$ cat config.mk
export PLATFORM = sky130hd
export DESIGN_NAME = imu_offset_auto_zero_core
export DESIGN_NICKNAME = d
export VERILOG_FILES = /design/src/sv/imuaz_pkg.sv /design/src/sv/imuaz_axis.sv /design/src/sv/imu_offset_auto_zero_core.sv
export SDC_FILE = /design/constraint.sdc
export NUM_CORES = 1
export LEC_CHECK = 0
export BUFFER_PORTS_ARGS = -buffer_cell sky130_fd_sc_hd__buf_2
export CAP_MARGIN = 20
export CORE_ASPECT_RATIO = 0.8
export CORE_MARGIN = 2
export CORE_UTILIZATION = 29
export DETAILED_ROUTE_END_ITERATION = 8
export PLACE_DENSITY_LB_ADDON = 0.2
export SLEW_MARGIN = 20
export SYNTH_ARGS = -nofsm -noshare
export SYNTH_HDL_FRONTEND = slang
export SYNTH_HIERARCHICAL = 1
export SYNTH_SLANG_ARGS = --single-unit
$ cat constraint.sdc
create_clock -name clk -period 12 [get_ports clk]
set_input_delay 1.2 -clock clk [delete_from_list [all_inputs] [get_ports clk]]
set_output_delay 1.2 -clock clk [all_outputs]
set_load 0.01 [all_outputs]
$ cat src/sv/imuaz_pkg.sv
// Package for the six-axis IMU offset auto-zero block.
// Transaction payload types, command codes, register indexes and per-axis result type.
// No dependencies.
`timescale 1ns / 1ps
`default_nettype none

package imuaz_pkg;

  localparam int unsigned NUM_AXES   = 6;
  localparam int unsigned NUM_ACCEL  = 3;
  localparam int unsigned WORD_W     = 16;
  localparam int unsigned LIMIT_W    = 15;
  localparam int unsigned ACC_FAC_W  = 15;
  localparam int unsigned CFG_IDX_W  = 3;
  localparam int unsigned CFG_DATA_W = 16;

  localparam logic [NUM_AXES-1:0] ALL_AXES = '1;
  localparam logic [LIMIT_W-1:0]  LIMIT_RST = LIMIT_W'(5);

  typedef enum logic {
    CMD_START  = 1'b0,
    CMD_SAMPLE = 1'b1
  } cmd_t;

  typedef enum logic [CFG_IDX_W-1:0] {
    REG_ACCEL_X_FACTORY = 3'd0,
    REG_ACCEL_Y_FACTORY = 3'd1,
    REG_ACCEL_Z_FACTORY = 3'd2,
    REG_GYRO_X_FACTORY  = 3'd3,
    REG_GYRO_Y_FACTORY  = 3'd4,
    REG_GYRO_Z_FACTORY  = 3'd5,
    REG_ERROR_LIMIT     = 3'd6
  } reg_idx_t;

  typedef struct packed {
    cmd_t               command;
    logic signed [15:0] accel_x;
    logic signed [15:0] accel_y;
    logic signed [15:0] accel_z;
    logic signed [15:0] gyro_x;
    logic signed [15:0] gyro_y;
    logic signed [15:0] gyro_z;
  } in_t;

  typedef struct packed {
    logic [15:0] accel_x_word;
    logic [15:0] accel_y_word;
    logic [15:0] accel_z_word;
    logic [15:0] gyro_x_word;
    logic [15:0] gyro_y_word;
    logic [15:0] gyro_z_word;
    logic [5:0]  write_mask;
    logic        done_res;
  } out_t;

  typedef struct packed {
    logic [WORD_W-1:0] trim;
    logic [WORD_W-1:0] sum;
    logic              zeroed;
  } axis_res_t;

endpackage

`default_nettype wire

$ cat src/sv/imuaz_axis.sv
// One axis of the auto-zero step: sign step of the trim, offset sum, zeroed test.
// Depends on imuaz_pkg.
`timescale 1ns / 1ps
`default_nettype none

module imuaz_axis (
  input  wire logic signed [15:0]                   reading,
  input  wire logic [imuaz_pkg::WORD_W-1:0]         trim,
  input  wire logic [imuaz_pkg::WORD_W-1:0]         factory,
  input  wire logic [imuaz_pkg::LIMIT_W-1:0]        limit,
  output imuaz_pkg::axis_res_t                      res
);
  import imuaz_pkg::*;

  logic [WORD_W-1:0] trim_step;
  logic [WORD_W-1:0] mag;

  always_comb begin
    if (reading > 16'sd0) begin
      trim_step = trim - WORD_W'(1);
    end else if (reading < 16'sd0) begin
      trim_step = trim + WORD_W'(1);
    end else begin
      trim_step = trim;
    end
  end

  // -32768 maps to 32768 unsigned, above any limit
  assign mag = reading[15] ? (~reading + WORD_W'(1)) : reading;

  assign res.trim   = trim_step;
  assign res.sum    = trim_step + factory;
  assign res.zeroed = (mag <= {1'b0, limit});

endmodule

`default_nettype wire

$ cat src/sv/imu_offset_auto_zero_core.sv
// Six-axis IMU offset auto-zero core: per-axis sign-step trim counters.
// Each result is registered in the output register, valid in the cycle after its input transaction is accepted.
// Throughput: one transaction per cycle while the output is not stalled; the output register accepts a new
// input in the cycle its result is taken.
// Reset (rst_n, synchronous): axes idle, trims zero, factory offsets zero,
// error limit 5, no result pending. Depends on imuaz_pkg and imuaz_axis.
`timescale 1ns / 1ps
`default_nettype none

module imu_offset_auto_zero_core (
  input  wire logic                                  clk,
  input  wire logic                                  rst_n,
  input  wire logic                                  in_valid,
  output logic                                       in_ready,
  input  wire imuaz_pkg::in_t                        in_data,
  output logic                                       out_valid,
  input  wire logic                                  out_ready,
  output imuaz_pkg::out_t                            out_data,
  input  wire logic                                  cfg_we,
  input  wire logic [imuaz_pkg::CFG_IDX_W-1:0]       cfg_idx,
  input  wire logic [imuaz_pkg::CFG_DATA_W-1:0]      cfg_wdata
);
  import imuaz_pkg::*;

  logic [WORD_W-1:0]   factory_r [NUM_AXES];
  logic [LIMIT_W-1:0]  limit_r;
  logic [WORD_W-1:0]   trim_r    [NUM_AXES];
  logic [WORD_W-1:0]   trim_nxt  [NUM_AXES];
  logic [NUM_AXES-1:0] active_r, active_nxt;
  logic                skip_r, skip_nxt;
  logic                out_valid_r, out_valid_nxt;
  out_t                out_r, out_nxt;

  logic signed [15:0]  reading [NUM_AXES];
  axis_res_t           res     [NUM_AXES];
  logic [WORD_W-1:0]   word    [NUM_AXES];
  logic [NUM_AXES-1:0] mask;
  logic [NUM_AXES-1:0] still;
  logic                in_fire;

  assign in_ready  = !out_valid_r || out_ready;
  assign in_fire   = in_valid && in_ready;
  assign out_valid = out_valid_r;
  assign out_data  = out_r;

  assign reading[0] = in_data.accel_x;
  assign reading[1] = in_data.accel_y;
  assign reading[2] = in_data.accel_z;
  assign reading[3] = in_data.gyro_x;
  assign reading[4] = in_data.gyro_y;
  assign reading[5] = in_data.gyro_z;

  for (genvar g = 0; g < NUM_AXES; g++) begin : g_axis
    imuaz_axis u_axis (
      .reading (reading[g]),
      .trim    (trim_r[g]),
      .factory (factory_r[g]),
      .limit   (limit_r),
      .res     (res[g])
    );
  end

  // configuration
  always_ff @(posedge clk) begin
    if (!rst_n) begin
      for (int i = 0; i < NUM_AXES; i++) begin
        factory_r[i] <= '0;
      end
      limit_r <= LIMIT_RST;
    end else if (cfg_we) begin
      case (cfg_idx)
        REG_ACCEL_X_FACTORY: factory_r[0] <= {cfg_wdata[ACC_FAC_W-1], cfg_wdata[ACC_FAC_W-1:0]};
        REG_ACCEL_Y_FACTORY: factory_r[1] <= {cfg_wdata[ACC_FAC_W-1], cfg_wdata[ACC_FAC_W-1:0]};
        REG_ACCEL_Z_FACTORY: factory_r[2] <= {cfg_wdata[ACC_FAC_W-1], cfg_wdata[ACC_FAC_W-1:0]};
        REG_GYRO_X_FACTORY:  factory_r[3] <= cfg_wdata;
        REG_GYRO_Y_FACTORY:  factory_r[4] <= cfg_wdata;
        REG_GYRO_Z_FACTORY:  factory_r[5] <= cfg_wdata;
        REG_ERROR_LIMIT:     limit_r      <= cfg_wdata[LIMIT_W-1:0];
        default: ;
      endcase
    end
  end

  always_comb begin
    for (int i = 0; i < NUM_AXES; i++) begin
      trim_nxt[i] = trim_r[i];
      word[i]     = '0;
    end
    active_nxt    = active_r;
    skip_nxt      = skip_r;
    mask          = '0;
    still         = active_r;
    out_nxt       = out_r;
    out_valid_nxt = out_ready ? 1'b0 : out_valid_r;

    if (in_fire) begin
      out_valid_nxt = 1'b1;
      if (in_data.command == CMD_START) begin
        for (int i = 0; i < NUM_AXES; i++) begin
          trim_nxt[i] = '0;
        end
        active_nxt = ALL_AXES;
        skip_nxt   = 1'b1;
      end else if (skip_r) begin
        skip_nxt = 1'b0;
      end else begin
        for (int i = 0; i < NUM_AXES; i++) begin
          if (active_r[i]) begin
            trim_nxt[i] = res[i].trim;
            mask[i]     = 1'b1;
            word[i]     = (i < NUM_ACCEL) ? {res[i].sum[WORD_W-2:0], 1'b0} : res[i].sum;
            if (res[i].zeroed) begin
              still[i] = 1'b0;
            end
          end
        end
        active_nxt = still;
      end
      out_nxt.accel_x_word = word[0];
      out_nxt.accel_y_word = word[1];
      out_nxt.accel_z_word = word[2];
      out_nxt.gyro_x_word  = word[3];
      out_nxt.gyro_y_word  = word[4];
      out_nxt.gyro_z_word  = word[5];
      out_nxt.write_mask   = mask;
      out_nxt.done_res     = (in_data.command != CMD_START) && (active_nxt == '0);
    end
  end

  always_ff @(posedge clk) begin
    if (!rst_n) begin
      for (int i = 0; i < NUM_AXES; i++) begin
        trim_r[i] <= '0;
      end
      active_r    <= '0;
      skip_r      <= 1'b0;
      out_valid_r <= 1'b0;
    end else begin
      for (int i = 0; i < NUM_AXES; i++) begin
        trim_r[i] <= trim_nxt[i];
      end
      active_r    <= active_nxt;
      skip_r      <= skip_nxt;
      out_valid_r <= out_valid_nxt;
    end
  end

  always_ff @(posedge clk) begin
    out_r <= out_nxt;
  end

`ifndef SYNTHESIS
  a_start_arms: assert property (@(posedge clk) disable iff (!rst_n)
    in_fire && in_data.command == CMD_START |=> active_r == ALL_AXES && skip_r && out_valid_r)
    else $error("start transaction did not arm calibration");

  a_skip_no_write: assert property (@(posedge clk) disable iff (!rst_n)
    in_fire && in_data.command == CMD_SAMPLE && skip_r |=> out_r.write_mask == '0 && !skip_r)
    else $error("discarded sample produced writes");

  a_done_matches: assert property (@(posedge clk) disable iff (!rst_n)
    out_valid_r && out_r.done_res |-> active_r == '0)
    else $error("done flagged with axes still active");

  a_no_new_axes: assert property (@(posedge clk) disable iff (!rst_n)
    (active_r & ~$past(active_r)) != '0 |-> $past(in_fire && in_data.command == CMD_START))
    else $error("axis became active without start");
`endif

endmodule

`default_nettype wire

==> results by group, run 1 <==
STA
  – Final worst slack: 6.396 ns
  – Slew margin rel.: between 20% and 30%
  – Setup violators final: 0
  – Final setup TNS: 0 ns
  – Slew @ Worst Pin: 1.093 ns
  – Worst Skew: 0.02593 ns
  – Max Freq: 178.4 MHz
  – RSZ-0062 raised after global routing: no
  – Period utilization: 46.70%
  – Slew Limit Fails: 0
  – Final hold vios: 0
  – Tmin final: 5.604 ns

Worst setup path
  – CP max stage delay: just over 0.9 ns
  – Worst Path Max Fanout: 6
  – Crit Path Class: input pin to register
  – Critical Path, Cell by Cell: buf_2 > nor3_1 > nand4b_2 > nor2_1 > xnor2_1 > ha_1 > fa_1 > a21o_1 > a21oi_1 > o21bai_1 > a2111oi_0 > o31ai_1 > a21boi_0 > xnor2_1 > and3_1
  – R2R setup slack: ~8.0 ns
  – Critical path startpoint category: input pin
  – CP required: about 12 ns
  – CP most frequent cell: xnor2_1
  – Buffers plus inverters on the worst setup path: 1
  – Slowest-stage cell, CP: a2111oi_0
  – Setup crit end kind: register
  – CP top delay family: compound AO/OA/AOI/OAI gates
  – Arrival @ worst endpoint: approximately 5.9 ns

Place
  – Pre-CTS setup slack: 5.906 ns
  – Port-buffer cells: 222
  – RePlAce Congestion: 0.8487
  – Detail Placement HPWL: around 56000 um
  – Placed cell areas: ~25000 um^2

Clock tree
  – Cts repair resizes: 0
  – Hold-fix buffers at CTS: 0
  – Cts bufs inserted: 40
  – Clock sinks: a little over 300
  – CTS tree: built
  – Post-CTS Setup Bufs: 0
  – Worst skew pair latency: 0.57 ns
  – Clock transition at path regs: about 0.060 ns
  – Longest Clk Path Bufs: 3
  – CTS Root Cell: clkbuf_16
  – Max H-tree Level: 2

Synthesis
  – Mapped Avg Cell Area: just over 9 um^2
  – Ys Warns: 6
  – Mapped Cells: between 2000 and 3000
  – Mapped cell area: 23200 um^2

Floorplanning
  – CORE AREA: 78970 um^2
  – IO Pins: around 230
  – Chip height: between 200 and 300 um
  – Die width: 320.2 um
  – Num rows: 92
  – Initial Utilization: around 30%
  – Die area: around 80000 um^2

Power and ir drop
  – Peak supply drop: about 0.1 mV
  – Static Leakage: 0.01083 uW
  – Pwr/cell area: about 130 nW/um^2

GRT
  – All-layer global routing usage: around 18%
  – Initial antenna violation count: 16
  – Vias in the first global route: around 19000
  – First-pass GRT wire length: approximately 110000 um
  – Total gr overflow: 0
  – Largest net degree at the start of global routing: around 140

Flow run
  – Max-cap check violation count: 0

Route
  – DRC errors left: 0
  – TritonRoute pass-1 iters: 5
  – Initial drt markers: between 1000 and 1500
  – Detail Route Antenna Nets: 0
  – Via count: roughly 19000
  – Drt wl/cell: 19.88 um
  – WL final: approximately 75000 um
  – Vias per cell: about 5.1

Finish
  – Post-layout util: 33.62%
  – Post-layout instance area: ~27000 um^2
  – Most common cell after layout, fill and taps aside: nand2_1
  – Layout cells sized above 1: between 10% and 20%
  – Area delta synth->final: 14.45%
  – Nets: roughly 3000
  – Commonest non-fill, non-tap cells in the layout: 263 x nand2_1, 220 x buf_2, 210 x ha_1, 193 x edfxtp_1, 157 x xnor2_1

Status
  – Status: finished clean

Worst hold path
  – Worst Hold Class: register to register
worst register-to-register path, cell delays in order, from the launching register on:
cell       delay (ns)
dfxtp_1          0.47
inv_1            0.08
ha_1             0.31
o21ai_0          0.08
o31ai_1          0.16
fa_1             0.48
a21o_1           0.18
a21oi_1          0.24
o21bai_1         0.12
a2111oi_0        0.91
o31ai_1          0.24
a21boi_0         0.27
xnor2_1          0.09
and3_1           0.16
final timing paths:
kind,startpoint,endpoint,cells after the start
setup reg to reg,trim_r[0][0],out_data[100],13
hold / removal,trim_r[2][12],trim_r[2][12],2
setup / recovery,in_data[82],out_data[100],15
hold reg to reg,trim_r[2][12],trim_r[2][12],2
sequential cells by signal, indices dropped and copies added (netlist names):
name,flops
active_r,6
factory_r,93
skip_r,1
trim_r,93
limit_r,15
out_data,100
out_valid,1
stage by stage:
stage | hold slack [ns] | instances | total power [uW]
after global placement | 0.4455 | 3672 | 2310
after global routing | 0.4803 | 3751 | 3684
after CTS | 0.4632 | 3747 | 3522
after detailed placement | 0.4533 | 3673 | 2324
final | 0.4632 | 3760 | 3483
after floorplan | 0.4335 | 2508 | 2011
final cells by class:
| cell class | count | area [um^2] |
|---|---|---|
| antenna | 9 | 22.52 |
| tap | 1034 | 1294 |
| clock inverter | 15 | 130.1 |
| sequential | 309 | 8118 |
| timing repair buffer | 237 | 1259 |
| clock buffer | 59 | 1124 |
| multi-input combinational | 1954 | 14070 |
| inverter | 143 | 536.8 |
| fill | 8120 | 52410 |
layer usage:
layer  vias to the layer above  wire, um  track usage (%)
met5                         -        13                0
met4                         2      1549            4.408
met1                      9069     35580            25.27
li1                       9411         -                -
met2                       573     32700            27.96
met3                        87      4906            2.904
report_power, final:
part           total [uW]  internal [uW]  switching, uW
registers            1250           1190           56.0
clock network        1180            692            485
logic                1060            439            617
total                3480           2320           1160
(Power assumes the default switching activity.)
==> inputs of run 2 (changes only) <==
Clock period 12 ns to 4.55 ns, I/O delays scaled along.
==> run 2 against run 1 <==
  * Final area up 1.5%
  * Via count rose by 2.4%
  * Die area unchanged
  * Global-route usage is 0.14 points lower
  * Critical endpoint is now out_data[51]
  * Largest power group unchanged
==> results by group, run 2 (synthesis gave the netlist of run 1 again) <==
Place
  – Port-buffer cells: 222 (unchanged)
  – Placed instance count: 3723 (was 3673)
  – Pre-CTS setup slack: -0.1189 ns (was 5.906 ns)
  – Detail Placement HPWL: 56060 um (was 56110 um)
  – Placed cell areas: 25600 um^2 (was 25220 um^2)
  – RePlAce Congestion: 0.8680 (was 0.8487)

STA
  – Slew margin rel.: 26.18% (was 26.58%)
  – Period utilization: between 90% and 100%
  – Slew @ Worst Pin: 1.103 ns (was 1.093 ns)
  – Final hold vios: 0 (unchanged)
  – RSZ-0062 raised after global routing: no (unchanged)
  – Worst Skew: 0.02772 ns (was 0.02593 ns)
  – Final worst slack: 0.4038 ns (was 6.396 ns)
  – Setup violators final: 0 (unchanged)
  – Max Freq: approximately 240 MHz
  – Final setup TNS: 0 ns (unchanged)
  – Tmin final: 4.146 ns
  – Slew Limit Fails: 0 (unchanged)

Finish
  – Post-layout util: 34.13% (was 33.62%)
  – Commonest non-fill, non-tap cells in the layout: 263 x nand2_1, 220 x buf_2, 210 x ha_1, 193 x edfxtp_1, 157 x xnor2_1 (unchanged)
  – Most common cell after layout, fill and taps aside: nand2_1 (unchanged)
  – Nets: 3072 (was 3022)
  – Area delta synth->final: 16.18% (was 14.45%)
  – Post-layout instance area: 26950 um^2 (was 26550 um^2)
  – Fillers: 8112 (was 8120)
  – FF/Latch Area: 8118 um^2 (unchanged)
  – Non-filler instance count after layout: 3803 (was 3760)
  – Multi-input logic area: 14070 um^2 (about the same)
  – Layout cells sized above 1: 15.44% (was 13.69%)
  – Max reg flops: 100 (unchanged)

Worst setup path
  – CP top delay family: compound AO/OA/AOI/OAI gates (unchanged)
  – Buffers plus inverters on the worst setup path: 2 (was 1)
  – CP most frequent cell: xnor2_1 (unchanged)
  – CP required: 4.86 ns (was 12.30 ns)
  – Arrival @ worst endpoint: 4.46 ns (was 5.91 ns)
  – CP max stage delay: 0.64 ns (was 0.91 ns)
  – Slowest-stage cell, CP: or4_1 (was a2111oi_0)
  – Critical path startpoint category: input pin (unchanged)
  – Critical Path, Cell by Cell: buf_2 > or4_1 > nand4b_2 > nor2_1 > xnor2_1 > ha_1 > fa_1 > a21o_1 > a21oi_1 > o21bai_1 > a2111oi_0 > buf_4 > o31ai_1 > a21boi_0 > xnor2_1 > and3_1 (was buf_2 > nor3_1 > nand4b_2 > nor2_1 > xnor2_1 > ha_1 > fa_1 > a21o_1 > a21oi_1 > o21bai_1 > a2111oi_0 > o31ai_1 > a21boi_0 > xnor2_1 > and3_1)
  – Setup crit end kind: register (unchanged)
  – Worst Path Max Fanout: 5 (was 6)
  – Crit Path Class: input pin to register (unchanged)

Power and ir drop
  – Static Leakage: 0.01111 uW (was 0.01083 uW)
  – Clock share of power: 33.9% (was 33.8%)
  – Pwr/cell area: 343.5 nW/um^2 (was 131.2 nW/um^2)
  – Net switching power: 3049 uW (was 1158 uW)
  – P_int: 6210 uW (was 2325 uW)
  – Comb power frac: 30.6% (was 30.3%)
  – Sw frac: 32.93% (was 33.25%)
  – Peak supply drop: 0.2199 mV (was 0.09999 mV)
  – Seq pwr share: 35.5% (was 35.9%)

Clock tree
  – Post-CTS Setup Bufs: 0 (unchanged)
  – Cts bufs inserted: 40 (unchanged)
  – Clock sinks: 309 (unchanged)
  – Hold-fix buffers at CTS: 0 (unchanged)
  – Clock transition at path regs: 0.05 ns (was 0.06 ns)
  – Longest Clk Path Bufs: 3 (unchanged)
  – CTS tree: built (unchanged)
  – Max H-tree Level: 2 (unchanged)
  – Worst skew pair latency: 0.57 ns (about the same)
  – CTS Root Cell: clkbuf_16 (unchanged)
  – Cts repair resizes: 0 (unchanged)

Route
  – Detail Route Antenna Nets: 0 (unchanged)
  – WL final: 74200 um (was 74750 um)
  – Initial drt markers: 1469 (was 1435)
  – DRC errors left: 0 (unchanged)
  – TritonRoute pass-1 iters: 5 (unchanged)
  – Drt wl/cell: 19.51 um (was 19.88 um)
  – Vias per cell: 5.156 (was 5.091)
  – Via count: 19610 (was 19140)

GRT
  – All-layer global routing usage: 17.64% (was 17.78%)
  – Total gr overflow: 0 (unchanged)
  – Initial antenna violation count: 20 (was 16)
  – First-pass GRT wire length: 112300 um (was 113000 um)
  – Largest net degree at the start of global routing: 99 (was 136)
  – Vias in the first global route: 18740 (was 18610)

Floorplanning
  – Die width: 320.2 um (unchanged)
  – Initial Utilization: 29.38% (unchanged)
  – CORE AREA: 78970 um^2 (unchanged)
  – Die area: 82290 um^2 (unchanged)
  – Num rows: 92 (unchanged)
  – IO Pins: 226 (unchanged)
  – Chip height: 257.0 um (unchanged)

Status
  – Status: finished clean (unchanged)

Worst hold path
  – Worst Hold Class: input pin to register (was register to register)

Flow run
  – Max-cap check violation count: 0 (unchanged)
[run 2: worst min-delay path, stage by stage]
cell,delay (ns)
buf_2,0.19
nand2_1,0.08
a21boi_0,0.07
[run 2: cell type report]
| cell class | instances | area share (%) |
|---|---|---|
| Clock buffer | 58 | 4.461 |
| Multi-Input combinational cell | 1954 | 52.19 |
| Antenna cell | 3 | 0.02785 |
| Timing Repair Buffer | 287 | 6.081 |
| Tap cell | 1034 | 4.800 |
| Sequential cell | 309 | 30.12 |
| Clock inverter | 15 | 0.3342 |
| Inverter | 143 | 1.991 |
[run 2: power by group through the flow]
stage               Combinational (uW)  Clock [uW]  Sequential, uW
floorplan                         1980           0            3320
global placement                  2780           0            3350
detailed placement                2820           0            3350
CTS                               2840        3230            3290
global route                      3160        3330            3310
finish                            2830        3140            3290
[run 2: stage by stage]
| step | hold slack, ns | total power, uW |
|---|---|---|
| 2_1_floorplan | 0.4335 | 5301 |
| 3_3_place_gp | 0.4460 | 6132 |
| 3_5_place_dp | 0.4593 | 6173 |
| 4_1_cts | 0.2643 | 9360 |
| 5_1_grt | 0.2728 | 9796 |
| 6_report | 0.2857 | 9259 |
[run 2: path summary, 6_finish.rpt]
| kind | from | endpoint | slack (ns) | depth (start not counted) |
|---|---|---|---|---|
| max | in_data[40] | out_data[51] | 0.40 | 16 |
| min | cfg_wdata[1] | limit_r[1] | 0.29 | 3 |
| max reg2reg | trim_r[3][4] | out_data[54] | 0.83 | 13 |
| min reg2reg | trim_r[3][12] | trim_r[3][12] | 0.47 | 2 |
[run 2: per-layer routing]
layer  share of wire, %  vias to the layer above  track usage (%)
met5               0.12                        -                0
met4                2.2                       14            4.538
met3                5.3                      100            2.424
met2                 44                      552            27.87
met1                 48                     9426            25.19
li1                   -                     9515                -
